`config.mk`:
```
export PLATFORM = sky130hd
export DESIGN_NAME = motor_driver_command_framer_top
export DESIGN_NICKNAME = d
export VERILOG_FILES = /design/src/hdl/mdcf_pkg.sv /design/src/hdl/mdcf_decode.sv /design/src/hdl/mdcf_operand.sv /design/src/hdl/mdcf_pack.sv /design/src/hdl/motor_driver_command_framer_top.sv
export SDC_FILE = /design/constraint.sdc
export NUM_CORES = 1
export LEC_CHECK = 0
export ABC_AREA = 1
export BUFFER_PORTS_ARGS = -buffer_cell sky130_fd_sc_hd__clkbuf_2
export CAP_MARGIN = 10
export CORE_MARGIN = 2
export CORE_UTILIZATION = 51
export DETAILED_ROUTE_END_ITERATION = 12
export PLACE_DENSITY = 0.81
export SYNTH_ARGS = -nofsm -noshare
export SYNTH_HDL_FRONTEND = slang
export SYNTH_SLANG_ARGS = --single-unit
```
`constraint.sdc`:
```
create_clock -name aclk -period 6.7 [get_ports aclk]
set_input_delay 1.005 -clock aclk [delete_from_list [all_inputs] [get_ports aclk]]
set_output_delay 1.005 -clock aclk [all_outputs]
set_load 0.05 [all_outputs]
```
`src/hdl/mdcf_pkg.sv`:
```
// Package for the motor driver command framer: codes, constants, stage types, helpers.
`timescale 1ns / 1ps
package mdcf_pkg;

    localparam logic [3:0] ACT_RESET     = 4'd0;
    localparam logic [3:0] ACT_MODE      = 4'd1;
    localparam logic [3:0] ACT_OPENLOOP  = 4'd2;
    localparam logic [3:0] ACT_CUR       = 4'd3;
    localparam logic [3:0] ACT_VEL       = 4'd4;
    localparam logic [3:0] ACT_POS       = 4'd5;
    localparam logic [3:0] ACT_VEL_POS   = 4'd6;
    localparam logic [3:0] ACT_CUR_VEL   = 4'd7;
    localparam logic [3:0] ACT_CUR_POS   = 4'd8;
    localparam logic [3:0] ACT_CUR_VEL_POS = 4'd9;
    localparam logic [3:0] ACT_CONFIG    = 4'd10;
    localparam logic [3:0] ACT_ONLINE    = 4'd15;

    localparam logic [7:0]         FILL_BYTE = 8'h55;
    localparam logic [63:0]        FILL_WORD = {8{FILL_BYTE}};
    localparam logic signed [15:0] PWM_MAX   = 16'sd5000;
    localparam logic signed [15:0] PWM_MIN   = -16'sd5000;

    typedef struct packed {
        logic [3:0]  action;
        logic [10:0] frame_id;
        logic [7:0]  mode_byte;
        logic [15:0] pwm;
        logic [15:0] cur;
        logic [15:0] vel;
        logic [31:0] pos;
        logic [7:0]  period;
        logic        limit_en;
    } dec_t;

    typedef struct packed {
        logic [3:0]  action;
        logic [10:0] frame_id;
        logic [7:0]  mode_byte;
        logic [15:0] pwm;
        logic [15:0] pwm_abs;
        logic [15:0] cur;
        logic [15:0] cur_abs;
        logic [15:0] vel;
        logic [15:0] vel_abs;
        logic [31:0] pos;
        logic [7:0]  period;
        logic        limit_en;
    } opnd_t;

    // 16-bit absolute value; the most negative value wraps to itself
    function automatic logic [15:0] abs16(input logic [15:0] v);
        logic [15:0] r;
        r = v[15] ? (16'd0 - v) : v;
        return r;
    endfunction

endpackage

```
`src/hdl/mdcf_decode.sv`:
```
// Stage 1: address and code check, frame ID, PWM clamp, limit flag.
`timescale 1ns / 1ps
module mdcf_decode (
    input  logic                 aclk,
    input  logic                 aresetn,
    input  logic                 in_valid,
    output logic                 in_ready,
    input  logic [3:0]           action,
    input  logic [7:0]           group,
    input  logic [7:0]           node_number,
    input  logic [7:0]           mode_byte,
    input  logic signed [15:0]   pwm_limit,
    input  logic signed [15:0]   current_value,
    input  logic signed [15:0]   velocity_value,
    input  logic signed [31:0]   position_value,
    input  logic [7:0]           feedback_period,
    input  logic [7:0]           limit_switch_enable,
    output logic                 out_valid,
    input  logic                 out_ready,
    output mdcf_pkg::dec_t       out_data
);

    logic           valid_reg;
    logic           valid_next;
    mdcf_pkg::dec_t data_reg;
    mdcf_pkg::dec_t data_next;
    logic           addr_ok;
    logic           code_ok;
    logic           advance;

    assign advance  = !valid_reg || out_ready;
    assign in_ready = advance;

    always_comb begin
        addr_ok = (group[7:3] == 5'd0) && (node_number[7:4] == 4'd0);
        code_ok = (action <= mdcf_pkg::ACT_CONFIG) || (action == mdcf_pkg::ACT_ONLINE);
        valid_next = in_valid && addr_ok && code_ok;

        data_next.action    = action;
        data_next.frame_id  = {group[2:0], node_number[3:0], action};
        data_next.mode_byte = mode_byte;
        priority if (pwm_limit > mdcf_pkg::PWM_MAX) begin
            data_next.pwm = mdcf_pkg::PWM_MAX;
        end else if (pwm_limit < mdcf_pkg::PWM_MIN) begin
            data_next.pwm = mdcf_pkg::PWM_MIN;
        end else begin
            data_next.pwm = pwm_limit;
        end
        data_next.cur      = current_value;
        data_next.vel      = velocity_value;
        data_next.pos      = position_value;
        data_next.period   = feedback_period;
        data_next.limit_en = (limit_switch_enable == 8'd1);
    end

    always_ff @(posedge aclk) begin
        if (!aresetn) begin
            valid_reg <= 1'b0;
        end else if (advance) begin
            valid_reg <= valid_next;
        end
    end

    always_ff @(posedge aclk) begin
        if (advance) begin
            data_reg <= data_next;
        end
    end

    assign out_valid = valid_reg;
    assign out_data  = data_reg;

endmodule

```
`src/hdl/mdcf_operand.sv`:
```
// Stage 2: absolute values of PWM, current and velocity.
`timescale 1ns / 1ps
module mdcf_operand (
    input  logic            aclk,
    input  logic            aresetn,
    input  logic            in_valid,
    output logic            in_ready,
    input  mdcf_pkg::dec_t  in_data,
    output logic            out_valid,
    input  logic            out_ready,
    output mdcf_pkg::opnd_t out_data
);

    logic            valid_reg;
    mdcf_pkg::opnd_t data_reg;
    mdcf_pkg::opnd_t data_next;
    logic            advance;

    assign advance  = !valid_reg || out_ready;
    assign in_ready = advance;

    always_comb begin
        data_next.action    = in_data.action;
        data_next.frame_id  = in_data.frame_id;
        data_next.mode_byte = in_data.mode_byte;
        data_next.pwm       = in_data.pwm;
        data_next.pwm_abs   = mdcf_pkg::abs16(in_data.pwm);
        data_next.cur       = in_data.cur;
        data_next.cur_abs   = mdcf_pkg::abs16(in_data.cur);
        data_next.vel       = in_data.vel;
        data_next.vel_abs   = mdcf_pkg::abs16(in_data.vel);
        data_next.pos       = in_data.pos;
        data_next.period    = in_data.period;
        data_next.limit_en  = in_data.limit_en;
    end

    always_ff @(posedge aclk) begin
        if (!aresetn) begin
            valid_reg <= 1'b0;
        end else if (advance) begin
            valid_reg <= in_valid;
        end
    end

    always_ff @(posedge aclk) begin
        if (advance) begin
            data_reg <= data_next;
        end
    end

    assign out_valid = valid_reg;
    assign out_data  = data_reg;

endmodule

```
`src/hdl/mdcf_pack.sv`:
```
// Stage 3: payload byte assembly per command into the output register.
`timescale 1ns / 1ps
module mdcf_pack (
    input  logic            aclk,
    input  logic            aresetn,
    input  logic            in_valid,
    output logic            in_ready,
    input  mdcf_pkg::opnd_t in_data,
    output logic            out_valid,
    input  logic            out_ready,
    output logic [10:0]     frame_id,
    output logic [63:0]     payload
);

    logic        valid_reg;
    logic [10:0] id_reg;
    logic [63:0] payload_reg;
    logic [63:0] payload_next;
    logic        advance;

    assign advance  = !valid_reg || out_ready;
    assign in_ready = advance;

    always_comb begin
        payload_next = mdcf_pkg::FILL_WORD;
        unique case (in_data.action)
            mdcf_pkg::ACT_MODE: begin
                payload_next[63:56] = in_data.mode_byte;
            end
            mdcf_pkg::ACT_OPENLOOP: begin
                payload_next[63:48] = in_data.pwm;
            end
            mdcf_pkg::ACT_CUR: begin
                payload_next[63:48] = in_data.pwm_abs;
                payload_next[47:32] = in_data.cur;
            end
            mdcf_pkg::ACT_VEL: begin
                payload_next[63:48] = in_data.pwm_abs;
                payload_next[47:32] = in_data.vel;
            end
            mdcf_pkg::ACT_POS: begin
                payload_next[63:48] = in_data.pwm_abs;
                payload_next[31:0]  = in_data.pos;
            end
            mdcf_pkg::ACT_VEL_POS: begin
                payload_next[63:48] = in_data.pwm_abs;
                payload_next[47:32] = in_data.vel_abs;
                payload_next[31:0]  = in_data.pos;
            end
            mdcf_pkg::ACT_CUR_VEL: begin
                payload_next[63:48] = in_data.cur_abs;
                payload_next[47:32] = in_data.vel;
            end
            mdcf_pkg::ACT_CUR_POS: begin
                payload_next[63:48] = in_data.cur_abs;
                payload_next[31:0]  = in_data.pos;
            end
            mdcf_pkg::ACT_CUR_VEL_POS: begin
                payload_next[63:48] = in_data.cur_abs;
                payload_next[47:32] = in_data.vel_abs;
                payload_next[31:0]  = in_data.pos;
            end
            mdcf_pkg::ACT_CONFIG: begin
                payload_next[63:56] = in_data.period;
                payload_next[55:48] = {7'd0, in_data.limit_en};
            end
            default: begin
                payload_next = mdcf_pkg::FILL_WORD;
            end
        endcase
    end

    always_ff @(posedge aclk) begin
        if (!aresetn) begin
            valid_reg <= 1'b0;
        end else if (advance) begin
            valid_reg <= in_valid;
        end
    end

    always_ff @(posedge aclk) begin
        if (advance) begin
            id_reg      <= in_data.frame_id;
            payload_reg <= payload_next;
        end
    end

    assign out_valid = valid_reg;
    assign frame_id  = id_reg;
    assign payload   = payload_reg;

endmodule

```
`src/hdl/motor_driver_command_framer_top.sv`:
```
// Top level of the motor driver command framer.
`timescale 1ns / 1ps
// Takes one command request per cycle while not stalled and returns one 8-byte CAN
// data frame (11-bit ID plus payload, byte 0 in bits 63..56) through three
// register stages: decode/clamp, absolute values, byte packing. Requests with
// group above 7, node above 15 or an unused code (11..14) produce no frame.
// Back-pressure on m_ready stalls the stages in place; empty stages keep
// accepting, so throughput is one transfer per cycle.
module motor_driver_command_framer_top (
    input  logic               aclk,
    input  logic               aresetn,
    input  logic               s_valid,
    output logic               s_ready,
    input  logic [3:0]         s_action,
    input  logic [7:0]         s_group,
    input  logic [7:0]         s_node_number,
    input  logic [7:0]         s_mode_byte,
    input  logic signed [15:0] s_pwm_limit,
    input  logic signed [15:0] s_current_value,
    input  logic signed [15:0] s_velocity_value,
    input  logic signed [31:0] s_position_value,
    input  logic [7:0]         s_feedback_period,
    input  logic [7:0]         s_limit_switch_enable,
    output logic               m_valid,
    input  logic               m_ready,
    output logic [10:0]        m_frame_id,
    output logic [63:0]        m_payload
);

    logic            dec_valid;
    logic            dec_ready;
    mdcf_pkg::dec_t  dec_data;
    logic            opnd_valid;
    logic            opnd_ready;
    mdcf_pkg::opnd_t opnd_data;

    mdcf_decode u_decode (
        .aclk                (aclk),
        .aresetn             (aresetn),
        .in_valid            (s_valid),
        .in_ready            (s_ready),
        .action              (s_action),
        .group               (s_group),
        .node_number         (s_node_number),
        .mode_byte           (s_mode_byte),
        .pwm_limit           (s_pwm_limit),
        .current_value       (s_current_value),
        .velocity_value      (s_velocity_value),
        .position_value      (s_position_value),
        .feedback_period     (s_feedback_period),
        .limit_switch_enable (s_limit_switch_enable),
        .out_valid           (dec_valid),
        .out_ready           (dec_ready),
        .out_data            (dec_data)
    );

    mdcf_operand u_operand (
        .aclk      (aclk),
        .aresetn   (aresetn),
        .in_valid  (dec_valid),
        .in_ready  (dec_ready),
        .in_data   (dec_data),
        .out_valid (opnd_valid),
        .out_ready (opnd_ready),
        .out_data  (opnd_data)
    );

    mdcf_pack u_pack (
        .aclk      (aclk),
        .aresetn   (aresetn),
        .in_valid  (opnd_valid),
        .in_ready  (opnd_ready),
        .in_data   (opnd_data),
        .out_valid (m_valid),
        .out_ready (m_ready),
        .frame_id  (m_frame_id),
        .payload   (m_payload)
    );

endmodule

```
==> out/qor.yml <==
vias: 7555
dr.pass1.iters: 5
rsz0062_at_grt: "no"
clock_path_buffers: 3
holdCritPathClass: "reg -> reg"
yosysTopAreaCell: "edfxtp_1"
ys_seq_area_share_pct: 79.3
grt_first_pass_wirelength_mm: 37.5
dieArea_um2: 26400
outcome: "completed"
synthCells: 904
rr_endpoint: "u_operand.out_data[132]"
critPathArrivalTime_ns: 3.25
largest_register_ff_count: 153
yosys.cell_types.count: 31
cts_tree: "built"
coreArea_um2: 24500
cts_buffers: 35
cts.sinks: 339
fillers: 1791
synth_area_um2: 12800
path_max_fanout: 77
wl_per_cell_um: 16.2
power.density_nw_per_um2: 307
endpoint_kind: "output port"
pre_cts_slack_ns: 2.39
grt_antenna_before_repair: 0
period_share_pct: 63.5
reg2reg_depth: 4
die_y_um: 162
worstMarginPinSlew_ns: 0.998
path_clk_slew_ns: 0.06
finalSetupTns_ns: 0
cp_data_required_time_ns: 5.69
hold_viol: 0
ir_drop_uv: 182
start_kind: "input pin"
track_usage_pct: 18.4
row_count: 57
min_delay_path_depth: 0
gp_congestion: 0.862
regArea_um2: 10100
period_needed_ns: 4.25
drive_above_1_share_pct: 23.3
critPathKind: "in -> out"
r2r_slack_ns: 3.52
final_cell_mix: "edfxtp_1 (336), clkbuf_2 (204), nand2_1 (181), inv_1 (99), nor2_1 (71)"
grt_pass1_vias: 7429
ys_warn_count: 0
clockRootBuffer: "clkbuf_16"
ioPinCount: 205
reg2reg_from: "u_pack.out_valid"
diodes: 0
htree_levels: 2
die_w_um: 162
synth_seq_cells: 339
grt_max_degree: 110
drt_iter0_markers: 632
grt_remaining_overflow: 0
avgViaCountPerCell: 5.10
cap_viol_max_count: 0
syn2layout_area_growth_pct: 19.4
mostFrequentLayoutCell: "edfxtp_1"
synth.area.top_cells: "edfxtp_1 (79%), nand2_1 (5.4%), inv_1 (2.9%)"
ant_nets: 0
insertion_delay_ns: 0.52
stdcell_count: 1480
start_util_pct: 52.3
port_buffers: 204
synth_nets: 1036
hold_path.startpoint: "u_decode.out_data[37]"
dpl.hpwl_mm: 16.4
dp.cells: 1417
fmax_mhz: 235
slew_viol_final: 0
syn_area_per_cell_um2: 14.2
multi_input_area_um2: 2190
postCtsSetupRepairBufs: 0
synth.top_cell.area_share_pct: 78.9
skew_ns: 0.0192
drcViolationCount: 0
wl_mm: 24.0
slew-limit-headroom_pct: 33.5
fin_nets: 1263
cts_hold_buf: 0
setup_viol: 0
p_leak_nw: 6.46
cts-resized-gates: 0
hold_path_end: "u_operand.out_data[37]"
setup_slack_ns: 2.45
how the worst max path moves through the flow:
stage                          to  slack [ns]  cells after the start    start
after global placement    s_ready        2.53                      6  m_ready
after global routing      s_ready        2.21                      6  m_ready
after CTS                 s_ready        2.41                      6  m_ready
after floorplan           s_ready        0.13                      4  m_ready
final                     s_ready        2.45                      6  m_ready
after detailed placement  s_ready        2.39                      6  m_ready
synth_stat cells:
library cell	number
edfxtp_1	336
nand2_1	183
inv_1	100
nor2_1	71
nand3_1	61
o21ai_0	25
a22oi_1	20
xor2_1	18
or2_1	14
nand4_1	12
buf_2	11
xnor2_1	9
o31ai_1	6
a21oi_1	4
clkbuf_1	4
ha_1	4
nand3b_1	4
nor3_1	4
dfxtp_1	3
inv_2	2
o21ai_2	2
or2_2	2
and2_1	1
buf_4	1
clkbuf_2	1
nand2_2	1
nor2_2	1
nor3_2	1
nor4_1	1
nor4b_1	1
o21a_1	1
stage by stage:
stage | hold slack [ns] | utilization, % | power, W | cell area [um^2]
after global routing | 0.422 | 62.4 | 0.00486 | 15300
after global placement | 0.401 | 57.9 | 0.00291 | 14200
after floorplan | 0.400 | - | 0.00279 | 12800
final | 0.414 | 62.4 | 0.00469 | 15300
after CTS | 0.415 | 62.4 | 0.00474 | 15300
after detailed placement | 0.405 | 57.9 | 0.00292 | 14200
cell families after synthesis:
family                   Yosys count  synth area share, %
buffers and inverters            119                 3.64
AND/OR/NAND/NOR                  357                 11.9
adder cells (fa/ha/maj)            4                0.391
AO/OA/AOI/OAI                     58                 2.86
flip-flops                       339                 79.3
XOR/XNOR                          27                 1.85
critical path, cell delays in order:
cell	delay, ns
clkbuf_2	0.09
inv_1	0.09
nand2_4	0.52
nor2_1	0.64
nand2_4	0.48
clkbuf_2	0.37
where the power goes:
group          internal [W]  switching [W]  total (W)
Clock               0.00106       0.000749    0.00181
Combinational     0.0000961       0.000244   0.000340
Sequential          0.00248      0.0000623    0.00254
Total               0.00364        0.00106    0.00469
area by class of cell:
cell class / count / area share [%]
sequential: 339 / 66.4
multi-input combinational: 446 / 14.4
timing repair buffer: 207 / 6.86
clock buffer: 41 / 6.02
tap: 324 / 2.65
inverter: 102 / 2.54
clock inverter: 21 / 1.11
routing by layer:
metal | up-vias | share of wire [%] | global-route usage, %
li1 | 3610 | - | -
met1 | 3538 | 40 | 23.7
met2 | 332 | 49 | 31.5
met3 | 75 | 6.8 | 3.49
met4 | 0 | 3.4 | 6.64
met5 | - | 0 | 0
(Power assumes the default switching activity.)
